**src/mcs_pkg.sv**
```systemverilog
`default_nettype none
package mcs_pkg;

    localparam int SIDE_W  = 15;
    localparam int LVL_W   = 4;
    localparam int FMT_W   = 4;
    localparam int KIND_W  = 2;
    localparam int AREA_W  = 30;
    localparam int IMG_W   = 33;
    localparam int PROD_W  = 48;
    localparam int ACC_W   = 50;
    localparam int SCL_W   = 53;
    localparam int TOTAL_W = 48;

    localparam int MAX_SIDE_LOG2_DEF = 14;

    localparam logic [KIND_W-1:0] KIND_VOLUME = 2'd1;
    localparam logic [KIND_W-1:0] KIND_CUBE   = 2'd2;

    localparam logic [FMT_W-1:0] FMT_R8       = 4'd0;
    localparam logic [FMT_W-1:0] FMT_P16A     = 4'd1;
    localparam logic [FMT_W-1:0] FMT_P16B     = 4'd2;
    localparam logic [FMT_W-1:0] FMT_P32A     = 4'd3;
    localparam logic [FMT_W-1:0] FMT_P32B     = 4'd4;
    localparam logic [FMT_W-1:0] FMT_P64      = 4'd5;
    localparam logic [FMT_W-1:0] FMT_BC1      = 4'd6;
    localparam logic [FMT_W-1:0] FMT_BC2      = 4'd7;
    localparam logic [FMT_W-1:0] FMT_BC3      = 4'd8;
    localparam logic [FMT_W-1:0] FMT_PVRTC2A  = 4'd9;
    localparam logic [FMT_W-1:0] FMT_PVRTC2B  = 4'd10;
    localparam logic [FMT_W-1:0] FMT_PVRTC4A  = 4'd11;
    localparam logic [FMT_W-1:0] FMT_PVRTC4B  = 4'd12;
    localparam logic [FMT_W-1:0] FMT_ETC1     = 4'd13;
    localparam logic [FMT_W-1:0] FMT_DEPTH16  = 4'd14;
    localparam logic [FMT_W-1:0] FMT_DEPTH32  = 4'd15;

    localparam logic [TOTAL_W-1:0] TOTAL_MAX = {TOTAL_W{1'b1}};

    typedef enum logic [2:0] {
        S_IDLE,
        S_XY,
        S_D,
        S_FIN,
        S_OUT
    } state_t;

    typedef struct packed {
        logic              en;
        logic [IMG_W-1:0]  a;
        logic [SIDE_W-1:0] b;
    } mul_req_t;

    // Left shift that turns width times height into bytes for plain and depth formats.
    function automatic logic [1:0] plain_shift(input logic [FMT_W-1:0] fmt);
        logic [1:0] s;
        begin
            s = 2'd0;
            case (fmt) inside
                FMT_P16A, FMT_P16B, FMT_DEPTH16: s = 2'd1;
                FMT_P32A, FMT_P32B, FMT_DEPTH32: s = 2'd2;
                FMT_P64:                         s = 2'd3;
                default:                         s = 2'd0;
            endcase
            return s;
        end
    endfunction

    function automatic logic [SIDE_W-1:0] level_side(input logic [SIDE_W-1:0] side,
                                                     input logic [LVL_W-1:0]  lvl);
        logic [SIDE_W-1:0] s;
        begin
            s = side >> lvl;
            return (s == '0) ? SIDE_W'(1) : s;
        end
    endfunction

    // Number of halvings until the value reaches zero.
    function automatic logic [LVL_W-1:0] bit_length(input logic [SIDE_W-1:0] v);
        logic [LVL_W-1:0] n;
        begin
            n = '0;
            for (int i = 0; i < SIDE_W; i++) begin
                if (v[i]) begin
                    n = LVL_W'(i + 1);
                end
            end
            return n;
        end
    endfunction

endpackage
`default_nettype wire

```
**src/texture_mip_chain_size_top.sv**
```systemverilog
// Channel  | Signals                                             | Handshake
// ---------+-----------------------------------------------------+-----------------------------
// request  | kind, format_code, width_px, height_px, depth_px,   | taken when start & !busy
//          | mip_count                                           |
// result   | total_bytes, max_mips, invalid                      | one cycle, marked by done
//
// A request with mip_count N steps through S_XY and S_D once per level, then S_FIN and S_OUT,
// before done is strobed; each level uses the single shared 33x15 multiplier in S_XY and S_D.
// busy is high for the whole computation; a new request may be taken in the cycle done is high.
// rst_n is asynchronous and active low and returns the sequencer to idle.
// The receiver cannot stall: each result is presented for exactly one cycle.
`default_nettype none
module texture_mip_chain_size_top #(
    parameter int MAX_SIDE_LOG2 = mcs_pkg::MAX_SIDE_LOG2_DEF
) (
    input  wire logic                          clk,
    input  wire logic                          rst_n,
    input  wire logic                          start,
    output logic                               busy,
    input  wire logic [mcs_pkg::KIND_W-1:0]    kind,
    input  wire logic [mcs_pkg::FMT_W-1:0]     format_code,
    input  wire logic [mcs_pkg::SIDE_W-1:0]    width_px,
    input  wire logic [mcs_pkg::SIDE_W-1:0]    height_px,
    input  wire logic [mcs_pkg::SIDE_W-1:0]    depth_px,
    input  wire logic [mcs_pkg::LVL_W-1:0]     mip_count,
    output logic                               done,
    output logic [mcs_pkg::TOTAL_W-1:0]        total_bytes,
    output logic [mcs_pkg::LVL_W-1:0]          max_mips,
    output logic                               invalid
);

    mcs_pkg::mul_req_t          mul_req;
    logic [mcs_pkg::PROD_W-1:0] prod;

    mcs_ctrl #(
        .MAX_SIDE_LOG2 (MAX_SIDE_LOG2)
    ) u_ctrl (
        .clk         (clk),
        .rst_n       (rst_n),
        .start       (start),
        .kind        (kind),
        .format_code (format_code),
        .width_px    (width_px),
        .height_px   (height_px),
        .depth_px    (depth_px),
        .mip_count   (mip_count),
        .prod        (prod),
        .mul_req     (mul_req),
        .busy        (busy),
        .done        (done),
        .total_bytes (total_bytes),
        .max_mips    (max_mips),
        .invalid     (invalid)
    );

    mcs_mul u_mul (
        .clk  (clk),
        .req  (mul_req),
        .prod (prod)
    );

endmodule
`default_nettype wire

```
**src/mcs_mul.sv**
```systemverilog
`default_nettype none
module mcs_mul (
    input  wire logic                        clk,
    input  wire mcs_pkg::mul_req_t           req,
    output logic [mcs_pkg::PROD_W-1:0]       prod
);

    logic [mcs_pkg::PROD_W-1:0] prod_reg;
    logic [mcs_pkg::PROD_W-1:0] prod_next;

    // Operand a stays below 2^33 and b below 2^15, so the product fits in 48 bits.
    assign prod_next = mcs_pkg::PROD_W'(req.a) * mcs_pkg::PROD_W'(req.b);

    always_ff @(posedge clk)
    begin
        if (req.en)
        begin
            prod_reg <= prod_next;
        end
    end

    assign prod = prod_reg;

endmodule
`default_nettype wire

```
**src/mcs_ctrl.sv**
```systemverilog
`default_nettype none
module mcs_ctrl #(
    parameter int MAX_SIDE_LOG2 = mcs_pkg::MAX_SIDE_LOG2_DEF
) (
    input  wire logic                          clk,
    input  wire logic                          rst_n,
    input  wire logic                          start,
    input  wire logic [mcs_pkg::KIND_W-1:0]    kind,
    input  wire logic [mcs_pkg::FMT_W-1:0]     format_code,
    input  wire logic [mcs_pkg::SIDE_W-1:0]    width_px,
    input  wire logic [mcs_pkg::SIDE_W-1:0]    height_px,
    input  wire logic [mcs_pkg::SIDE_W-1:0]    depth_px,
    input  wire logic [mcs_pkg::LVL_W-1:0]     mip_count,
    input  wire logic [mcs_pkg::PROD_W-1:0]    prod,
    output mcs_pkg::mul_req_t                  mul_req,
    output logic                               busy,
    output logic                               done,
    output logic [mcs_pkg::TOTAL_W-1:0]        total_bytes,
    output logic [mcs_pkg::LVL_W-1:0]          max_mips,
    output logic                               invalid
);

    localparam logic [31:0] SIDE_LIMIT = 32'd1 << MAX_SIDE_LOG2;

    mcs_pkg::state_t state_reg, state_next;
    logic [mcs_pkg::LVL_W-1:0]   m_reg, m_next;
    logic                        done_reg, done_next;

    logic [mcs_pkg::KIND_W-1:0]  kind_reg, kind_next;
    logic [mcs_pkg::FMT_W-1:0]   fmt_reg, fmt_next;
    logic [mcs_pkg::SIDE_W-1:0]  w_reg, w_next;
    logic [mcs_pkg::SIDE_W-1:0]  h_reg, h_next;
    logic [mcs_pkg::SIDE_W-1:0]  d_reg, d_next;
    logic [mcs_pkg::LVL_W-1:0]   mips_reg, mips_next;
    logic [mcs_pkg::LVL_W-1:0]   maxm_reg, maxm_next;
    logic                        bad_reg, bad_next;
    logic [mcs_pkg::ACC_W-1:0]   acc_reg, acc_next;
    logic [mcs_pkg::TOTAL_W-1:0] total_reg, total_next;

    logic [mcs_pkg::SIDE_W-1:0]  ws, hs, ds;
    logic [mcs_pkg::SIDE_W-1:0]  bw, bh;
    logic [mcs_pkg::SIDE_W:0]    w_round, h_round;
    logic [mcs_pkg::AREA_W-1:0]  area;
    logic [mcs_pkg::IMG_W-1:0]   img;
    logic [mcs_pkg::ACC_W-1:0]   acc_sum;
    logic [mcs_pkg::SCL_W-1:0]   scaled;
    logic [mcs_pkg::LVL_W-1:0]   in_maxm;
    logic                        in_bad;
    logic                        last_lvl;

    assign ws = mcs_pkg::level_side(w_reg, m_reg);
    assign hs = mcs_pkg::level_side(h_reg, m_reg);
    assign ds = mcs_pkg::level_side(d_reg, m_reg);

    assign w_round = ({1'b0, ws} + (mcs_pkg::SIDE_W+1)'(3)) >> 2;
    assign h_round = ({1'b0, hs} + (mcs_pkg::SIDE_W+1)'(3)) >> 2;

    // First pass of a level: the extents after block rounding or PVRTC minimums.
    always_comb
    begin
        bw = ws;
        bh = hs;
        case (fmt_reg) inside
            mcs_pkg::FMT_BC1, mcs_pkg::FMT_BC2, mcs_pkg::FMT_BC3, mcs_pkg::FMT_ETC1:
            begin
                bw = w_round[mcs_pkg::SIDE_W-1:0];
                bh = h_round[mcs_pkg::SIDE_W-1:0];
            end
            mcs_pkg::FMT_PVRTC2A, mcs_pkg::FMT_PVRTC2B:
            begin
                bw = (ws < mcs_pkg::SIDE_W'(16)) ? mcs_pkg::SIDE_W'(16) : ws;
                bh = (hs < mcs_pkg::SIDE_W'(8))  ? mcs_pkg::SIDE_W'(8)  : hs;
            end
            mcs_pkg::FMT_PVRTC4A, mcs_pkg::FMT_PVRTC4B:
            begin
                bw = (ws < mcs_pkg::SIDE_W'(8)) ? mcs_pkg::SIDE_W'(8) : ws;
                bh = (hs < mcs_pkg::SIDE_W'(8)) ? mcs_pkg::SIDE_W'(8) : hs;
            end
            default:
            begin
                bw = ws;
                bh = hs;
            end
        endcase
    end

    // The PVRTC byte rounding reduces to a ceiling of the area over four or two.
    assign area = prod[mcs_pkg::AREA_W-1:0];

    always_comb
    begin
        img = '0;
        case (fmt_reg) inside
            mcs_pkg::FMT_BC1, mcs_pkg::FMT_ETC1:
                img = mcs_pkg::IMG_W'(area) << 3;
            mcs_pkg::FMT_BC2, mcs_pkg::FMT_BC3:
                img = mcs_pkg::IMG_W'(area) << 4;
            mcs_pkg::FMT_PVRTC2A, mcs_pkg::FMT_PVRTC2B:
                img = (mcs_pkg::IMG_W'(area) + mcs_pkg::IMG_W'(3)) >> 2;
            mcs_pkg::FMT_PVRTC4A, mcs_pkg::FMT_PVRTC4B:
                img = (mcs_pkg::IMG_W'(area) + mcs_pkg::IMG_W'(1)) >> 1;
            default:
                img = mcs_pkg::IMG_W'(area) << mcs_pkg::plain_shift(fmt_reg);
        endcase
    end

    assign acc_sum  = acc_reg + mcs_pkg::ACC_W'(prod);
    assign scaled   = (kind_reg == mcs_pkg::KIND_CUBE)
                    ? ((mcs_pkg::SCL_W'(acc_reg) << 2) + (mcs_pkg::SCL_W'(acc_reg) << 1))
                    : mcs_pkg::SCL_W'(acc_reg);
    assign last_lvl = (m_reg == mcs_pkg::LVL_W'(mips_reg - mcs_pkg::LVL_W'(1)));

    assign in_maxm = mcs_pkg::bit_length(width_px | height_px | depth_px);
    assign in_bad  = (width_px == '0) || (height_px == '0) || (depth_px == '0)
                  || (mip_count == '0) || (mip_count > in_maxm)
                  || ((kind != mcs_pkg::KIND_VOLUME) && (depth_px != mcs_pkg::SIDE_W'(1)))
                  || (32'(width_px) > SIDE_LIMIT) || (32'(height_px) > SIDE_LIMIT)
                  || (32'(depth_px) > SIDE_LIMIT);

    always_comb
    begin
        state_next = state_reg;
        m_next     = m_reg;
        done_next  = 1'b0;
        kind_next  = kind_reg;
        fmt_next   = fmt_reg;
        w_next     = w_reg;
        h_next     = h_reg;
        d_next     = d_reg;
        mips_next  = mips_reg;
        maxm_next  = maxm_reg;
        bad_next   = bad_reg;
        acc_next   = acc_reg;
        total_next = total_reg;
        mul_req    = '0;
        unique case (state_reg)
            mcs_pkg::S_IDLE:
            begin
                if (start)
                begin
                    kind_next  = kind;
                    fmt_next   = format_code;
                    w_next     = width_px;
                    h_next     = height_px;
                    d_next     = depth_px;
                    mips_next  = mip_count;
                    maxm_next  = in_maxm;
                    bad_next   = in_bad;
                    acc_next   = '0;
                    m_next     = '0;
                    state_next = (mip_count == '0) ? mcs_pkg::S_OUT : mcs_pkg::S_XY;
                end
            end
            mcs_pkg::S_XY:
            begin
                mul_req.en = 1'b1;
                mul_req.a  = mcs_pkg::IMG_W'(bw);
                mul_req.b  = bh;
                // The previous level's product is folded in while this level's area forms.
                if (m_reg != '0)
                begin
                    acc_next = acc_sum;
                end
                state_next = mcs_pkg::S_D;
            end
            mcs_pkg::S_D:
            begin
                mul_req.en = 1'b1;
                mul_req.a  = img;
                mul_req.b  = ds;
                if (last_lvl)
                begin
                    state_next = mcs_pkg::S_FIN;
                end
                else
                begin
                    m_next     = m_reg + mcs_pkg::LVL_W'(1);
                    state_next = mcs_pkg::S_XY;
                end
            end
            mcs_pkg::S_FIN:
            begin
                acc_next   = acc_sum;
                state_next = mcs_pkg::S_OUT;
            end
            mcs_pkg::S_OUT:
            begin
                total_next = (scaled > mcs_pkg::SCL_W'(mcs_pkg::TOTAL_MAX))
                           ? mcs_pkg::TOTAL_MAX : scaled[mcs_pkg::TOTAL_W-1:0];
                done_next  = 1'b1;
                state_next = mcs_pkg::S_IDLE;
            end
            default:
            begin
                state_next = mcs_pkg::S_IDLE;
            end
        endcase
    end

    always_ff @(posedge clk or negedge rst_n)
    begin
        if (!rst_n)
        begin
            state_reg <= mcs_pkg::S_IDLE;
            m_reg     <= '0;
            done_reg  <= 1'b0;
        end
        else
        begin
            state_reg <= state_next;
            m_reg     <= m_next;
            done_reg  <= done_next;
        end
    end

    always_ff @(posedge clk)
    begin
        kind_reg  <= kind_next;
        fmt_reg   <= fmt_next;
        w_reg     <= w_next;
        h_reg     <= h_next;
        d_reg     <= d_next;
        mips_reg  <= mips_next;
        maxm_reg  <= maxm_next;
        bad_reg   <= bad_next;
        acc_reg   <= acc_next;
        total_reg <= total_next;
    end

    assign busy        = (state_reg != mcs_pkg::S_IDLE);
    assign done        = done_reg;
    assign total_bytes = total_reg;
    assign max_mips    = maxm_reg;
    assign invalid     = bad_reg;

`ifndef SYNTHESIS
    a_accept_busy: assert property (@(posedge clk) disable iff (!rst_n)
        (start && !busy) |=> busy)
        else $error("accepted request did not make the block busy");

    a_done_idle: assert property (@(posedge clk) disable iff (!rst_n)
        done |-> !busy)
        else $error("result strobe while still busy");

    a_out_done: assert property (@(posedge clk) disable iff (!rst_n)
        (state_reg == mcs_pkg::S_OUT) |=> done)
        else $error("final step gave no result strobe");

    a_level_range: assert property (@(posedge clk) disable iff (!rst_n)
        ((state_reg == mcs_pkg::S_XY) || (state_reg == mcs_pkg::S_D)) |-> (m_reg < mips_reg))
        else $error("level index ran past the mip count");

    a_single_done: assert property (@(posedge clk) disable iff (!rst_n)
        done |=> !done)
        else $error("result strobe lasted more than one cycle");
`endif

endmodule
`default_nettype wire

```
**config.mk**
```make
export PLATFORM = sky130hd
export DESIGN_NAME = texture_mip_chain_size_top
export DESIGN_NICKNAME = d
export VERILOG_FILES = /design/src/mcs_pkg.sv /design/src/texture_mip_chain_size_top.sv /design/src/mcs_mul.sv /design/src/mcs_ctrl.sv
export SDC_FILE = /design/constraint.sdc
export NUM_CORES = 2
export LEC_CHECK = 0
export ABC_AREA = 1
export BUFFER_PORTS_ARGS = -buffer_cell sky130_fd_sc_hd__buf_2
export CORE_ASPECT_RATIO = 1.25
export CORE_UTILIZATION = 45
export DETAILED_ROUTE_END_ITERATION = 7
export HOLD_SLACK_MARGIN = 0.12
export SLEW_MARGIN = 40
export SYNTH_ARGS = -nofsm -noshare
export SYNTH_HDL_FRONTEND = slang
export SYNTH_SLANG_ARGS = --single-unit
```
**constraint.sdc**
```tcl
create_clock -name clk -period 8.1 [get_ports clk]
set_input_delay 1.62 -clock clk [delete_from_list [all_inputs] [get_ports clk]]
set_output_delay 1.62 -clock clk [all_outputs]
set_load 0.02 [all_outputs]
```
# Yosys cells after proc, flatten, opt, wreduce, memory -nomap -nowiden
# Index checks and enable logic that the tools add are counted.
# Widths: inputs -> output; s select.
dict set report word_totals {
  word_cells 145
  reg_bits 214
}
dict set report op_classes {
  bitwise_logic 2
  order_cmp 8
  add_sub_neg 8
  shift 4
  eq_ne 26
  n_mux 51
  reduce_logical 31
  n_mul 1
}
# op count
set op_table {}
lappend op_table {{$mux 15} 12}
lappend op_table {{$pmux 50 s3} 1}
lappend op_table {{$mux 33} 4}
lappend op_table {{$mux 50} 2}
lappend op_table {{$pmux 49 s2} 1}
lappend op_table {{$logic_not 15->1} 6}
lappend op_table {{$mux 4} 16}
lappend op_table {{$add 52x51->53} 1}
lappend op_table {{$gt 53x48->1 const B} 1}
lappend op_table {{$mux 53} 1}
lappend op_table {{$add 50x48->50} 1}
lappend op_table {{$mul 33x15->48} 1}
lappend op_table {{$gt 15x15->1 const B} 3}
lappend op_table {{$shr 15x4->15} 3}
lappend op_table {{$shl 30x2->33} 1}
lappend op_table {{$add 15x2->16 const B} 2}
lappend op_table {{$eq 4x4->1 const B} 8}
lappend op_table {{$add 30x1->31 const B} 1}
lappend op_table {{$add 30x2->31 const B} 1}
lappend op_table {{$lt 15x4->1 const B} 2}
lappend op_table {{$or 15x15->15} 2}
lappend op_table {{$eq 4x3->1 const B} 4}
lappend op_table {{$mux 2} 8}
lappend op_table {{$lt 15x5->1 const B} 1}
lappend op_table {{29 further kinds} 48}

# Longest topological paths before layout
dict set report depth {
  depth_word 23
  depth_mapped 45
  depth_no_buf 42
}

# Modules after synthesis
# Synthesis repeated with hierarchy kept, for this count alone.
dict set report hier_totals {
  hier_cells 5826
  area_unflattened_um2 38962.4
}
# module area_each_um2 n_inst cells_each
set by_module_without_submodules {}
lappend by_module_without_submodules {mcs_ctrl 20228.2 1 3272}
lappend by_module_without_submodules {mcs_mul 18734.2 1 2554}

# Least setup slack after synthesis
# OpenSTA, ideal clock, no wires.
dict set report synth_timing {
  path_kind {register -> register}
  start {register u_ctrl.m_reg[0] (netlist name)}
  end {register u_mul.prod_reg, in the netlist u_mul.prod[37] (data pin)}
  path_buffers 4
  setup_ps 265
  t_arrival_ps 6730
  required_time_ps 7835
  stages_incl_launch_ff 39
  slack_ps 1105
  path_cell_list {dfrtp_1 buf_6 buf_4 nand2_1 nand3_2 nand2_1 nand2_1 nand3_1 nand2_2 nor2_8 nor2_4 buf_6 nand2_2 nand2_2 a21oi_2 nor2_1 nor2_2 inv_2 [3 not listed] fa_1 inv_1 fa_1 inv_1 fa_1 inv_1 fa_1 inv_1 fa_1 fa_1 ha_1 a21oi_1 o21ai_0 a21oi_1 o21bai_1 a21oi_1 o21ai_0 xor2_1}
}
dict set report synth_between {
  elab_chain_len 10
}
# element line_no
set synth_rtl {}
lappend synth_rtl {{from (decl)} mcs_ctrl.sv:26} ;# logic [mcs_pkg::LVL_W-1:0] m_reg, m_next;
lappend synth_rtl {{from (signal assigned)} mcs_ctrl.sv:211} ;# m_reg <= m_next;
lappend synth_rtl {{$shr 15x4->15} mcs_pkg.sv:72} ;# s = side >> lvl;
lappend synth_rtl {{$logic_not 15->1} mcs_pkg.sv:73} ;# return (s == '0) ? SIDE_W'(1) : s;
lappend synth_rtl {{$mux 15} mcs_pkg.sv:73}
lappend synth_rtl {{$lt 15x4->1 (on tied branches)} {mcs_ctrl.sv:76, mcs_ctrl.sv:72, mcs_ctrl.sv:77}}
lappend synth_rtl {{$mux 15 (on tied branches)} {mcs_ctrl.sv:76, mcs_ctrl.sv:72, mcs_ctrl.sv:77}}
lappend synth_rtl {{$mux 15 (3 in a row)} mcs_ctrl.sv:63} ;# case (fmt_reg) inside
lappend synth_rtl {{$pmux 49 s2 *} mcs_ctrl.sv:136} ;# unique case (state_reg)
lappend synth_rtl {{$mul 33x15->48 *} mcs_mul.sv:12} ;# assign prod_next = mcs_pkg::PROD_W'(req.a) * mcs_pkg::PROD_W'(req.b);
lappend synth_rtl {{named net u_mul.prod_next (one bit)} mcs_mul.sv:9} ;# logic [mcs_pkg::PROD_W-1:0] prod_next;
lappend synth_rtl {{to (signal assigned)} mcs_mul.sv:18} ;# prod_reg <= prod_next;
lappend synth_rtl {{to (decl)} mcs_mul.sv:8} ;# logic [mcs_pkg::PROD_W-1:0] prod_reg;
# The timed path passes the listed nets; every way through them passes the cells marked *.
# A chain may end at the register's enable or synchronous reset.

# Final worst setup path
dict set report layout_timing {
  start {register u_mul.prod_reg, in the netlist u_mul.prod[5]}
  end {register u_mul.prod_reg, in the netlist u_mul.prod[47] (data pin)}
}
dict set report layout_between {
  elab_chain_len 7
}
# element line_no
set layout_rtl {}
lappend layout_rtl {{$add 30x1->31 or $shl 30x2->33 (tied branches)} {mcs_ctrl.sv:101, mcs_ctrl.sv:103}}
lappend layout_rtl {{$mux 33 (3 in a row)} mcs_ctrl.sv:93} ;# case (fmt_reg) inside
lappend layout_rtl {{$mux 33 *} mcs_ctrl.sv:93}
lappend layout_rtl {{$pmux 49 s2 *} mcs_ctrl.sv:136}
lappend layout_rtl {{$mul 33x15->48 *} mcs_mul.sv:12}
lappend layout_rtl {{named net u_mul.prod_next (one bit)} mcs_mul.sv:9}
# Marks and branches as above.

==> qor.txt <==
outcome -> finished, final reports clean
pin count of the biggest net entering global routing -> 61
max-cap violations -> 0
row cnt -> 117
period utilisation layout -> 0.961
DRT Wirelength -> 140000 um
final net count -> 6271
Slowest cell on crit path -> fa_1
worst relative slew slack -> 0.433
CP arrival -> 8.10 ns
synth-to-layout area growth -> 16.5%
Setup violations, final -> 0
RR Endpoint -> u_mul.prod[47]
remaining antenna violation count after routing -> 0
1st-pass router iterations -> 6
vias in the first global route -> 37.2k
initial antenna violation count -> 0
highest-count cells in the layout ignoring fill and taps -> nand2_1 (1241), inv_1 (797), nor2_1 (492), fa_1 (401), buf_4 (387)
main flop type after synthesis -> edfxtp_1
Place WS -> -0.0360 ns
HP Class -> flip-flop to flip-flop
Final min period -> 7.78 ns
via count -> 37.0k
H-tree depth -> 1
Total GRT Usage -> 0.334
DR iter-0 viols -> 2836
crit path capture type -> flip-flop
Critical Path RT -> 8.42 ns
Initial Utilization -> 0.454
final core occ -> 0.529
WS Path Type -> flip-flop to flip-flop
top cells by area, synth -> fa_1 (22%), edfxtp_1 (17%), nand2_1 (13%)
wire length per cell -> 20.9 um
final hold vios -> 0
ANT cells -> 0
hold path start -> u_ctrl.state_reg[0]
clock sinks -> 214
CP startpoint -> u_mul.prod[5]
Crit Path Max Fanout -> 7
FFs w/ async S/R, synth -> 0.0374
DP HPWL -> 117000 um
# fillers -> 8157
Synth area leader -> fa_1
Synth top area share -> 0.218
Achievable Freq -> 129 MHz
TNS Setup -> 0 ns
warnings from Yosys -> 0
Reg2Reg Setup Slack -> 0.32 ns
max reg flops -> 50
number of synthesized flops with an enable pin -> 206
startpoint types -> flip-flop
max incr delay on CP -> 0.66 ns
vias per cell -> 5.53
Core Region -> 81500 um2
post-synthesis register bit count -> 214
first-pass GRT wire length -> 212000 um
Num CTS Buffers -> 27
Avg Inst Size Synth -> 7.15 um2
R2R depth -> 33
Syn Nets -> 5861
DRC viols -> 0
# IOs -> 113
leading cell type in the layout, fill and taps excluded -> nand2_1
global route overflow -> 0
pin slew with the least headroom to its limit -> 0.850 ns
Max Transition Viols Final -> 0
Hold Crit Depth -> 1
WHS Endpoint -> u_ctrl.state_reg[0]
worst skew pair latency -> 0.60 ns
clock-pin slew on the worst setup and hold paths -> 0.06 ns
crit-path most repeated cell -> inv_1
Clock Skews -> 0.0481 ns
layout cell share with drive strength beyond 1 -> 0.151
clock tree from TritonCTS -> done
Reg-to-Reg Start -> u_mul.prod[5]
Gate Count Post-Synth -> 5181
Die X -> 259 um
root buffer cell -> clkbuf_16
post-synth design cell area -> 37100 um2
die height -> 323 um
unrepaired setup endpoints after global routing -> yes
gpl congestion -> 1.01
IO Port Bufs -> 112
sequential fraction of the synthesis area -> 0.172
die area -> 83500 um2
CTS max path bufs -> 3
final setup margin -> 0.320 ns
Yosys cell types -> 76
==> cell usage after synthesis (8+ instances only) <==
| master | instances |
|---|---|
| buf_6 | 14 |
| nor2_4 | 8 |
| edfxtp_1 | 206 |
| a31oi_1 | 28 |
| inv_1 | 797 |
| clkbuf_1 | 40 |
| dfrtp_1 | 8 |
| fa_1 | 403 |
| nor2_2 | 17 |
| nor3_1 | 58 |
| a21boi_0 | 9 |
| o21bai_1 | 8 |
| nand2_2 | 37 |
| o31ai_1 | 8 |
| o21ai_0 | 308 |
| xnor2_1 | 33 |
| nor2_1 | 509 |
| buf_4 | 24 |
| nor4_1 | 21 |
| o211ai_1 | 13 |
| o21a_1 | 25 |
| a21oi_2 | 15 |
| xor2_1 | 44 |
| or2_2 | 10 |
| a21oi_1 | 382 |
| nand3_1 | 345 |
| a21o_1 | 16 |
| buf_2 | 68 |
| nand3_2 | 16 |
| o21ai_1 | 28 |
| ha_1 | 219 |
| o22ai_1 | 12 |
| nand4_1 | 50 |
| o21ai_2 | 8 |
| inv_2 | 43 |
| nand2_1 | 1258 |
==> through the flow <==
stage,instance area [um2],hold slack [ns],cells
detailed placement,41400,0.561,6601
finish,43200,0.573,6683
global placement,41400,0.558,6600
CTS,42400,0.568,6651
floorplan,37100,0.491,5181
global route,43200,0.615,6683
==> repair_timing <==
action,CTS,global route
buffers inserted,0,27
gates cloned,0,5
hold buffers,0,0
pin swaps,0,18
resized for setup,8,129
setup endpoints to repair,1,33
==> layer usage <==
metal / wire [um] / global-route usage / vias to the layer above
met5: 0 / 0 / -
met3: 7660 / 0.0342 / 382
met2: 70800 / 0.612 / 1336
met1: 51300 / 0.369 / 17700
li1: - / - / 17600
met4: 10200 / 0.209 / 0
==> worst max-delay path by stage <==
stage                     end  slack [ns]  cells past startpoint
2_1_floorplan  u_mul.prod[37]        1.11                     38
3_3_place_gp   u_mul.prod[32]       -0.05                     34
3_5_place_dp   u_mul.prod[32]       -0.04                     36
4_1_cts        u_mul.prod[43]        0.01                     31
5_1_grt        u_mul.prod[38]       -0.05                     36
6_report       u_mul.prod[47]        0.32                     33
==> area by class of cell <==
class / count / area (um2) / area share
Timing Repair inverter: 1 / 5.00 / 0.000116
Sequential cell: 214 / 6390 / 0.148
Clock inverter: 19 / 295 / 0.00684
Inverter: 849 / 3240 / 0.0749
Timing Repair Buffer: 536 / 4180 / 0.0967
Clock buffer: 31 / 691 / 0.0160
Tap cell: 1071 / 1340 / 0.0310
Multi-Input combinational cell: 3962 / 27000 / 0.626
==> cells by family (layout without fill, tap and decap cells) <==
family,count (synthesis),after routing,synth area share
XOR/XNOR,77,77,0.0182
AO/OA/AOI/OAI,895,895,0.134
adder cells (fa/ha/maj),622,622,0.292
buffers and inverters,1007,1436,0.111
AND/OR/NAND/NOR,2363,2365,0.272
flip-flops,214,214,0.172
multiplexers,3,3,0.000810
==> critical path, delay by kind of cell (launching register included) <==
family,cells,cell delay (ns)
compound gates,4,0.80
xor+xnor,1,0.06
fa+ha+maj,7,3.63
buf+inv,9,0.93
flops,1,0.55
simple gates,12,1.51
Power is left out: the tool's default activity adds up to more than one toggle a clock period on the data nets, which glitch-free logic cannot reach.
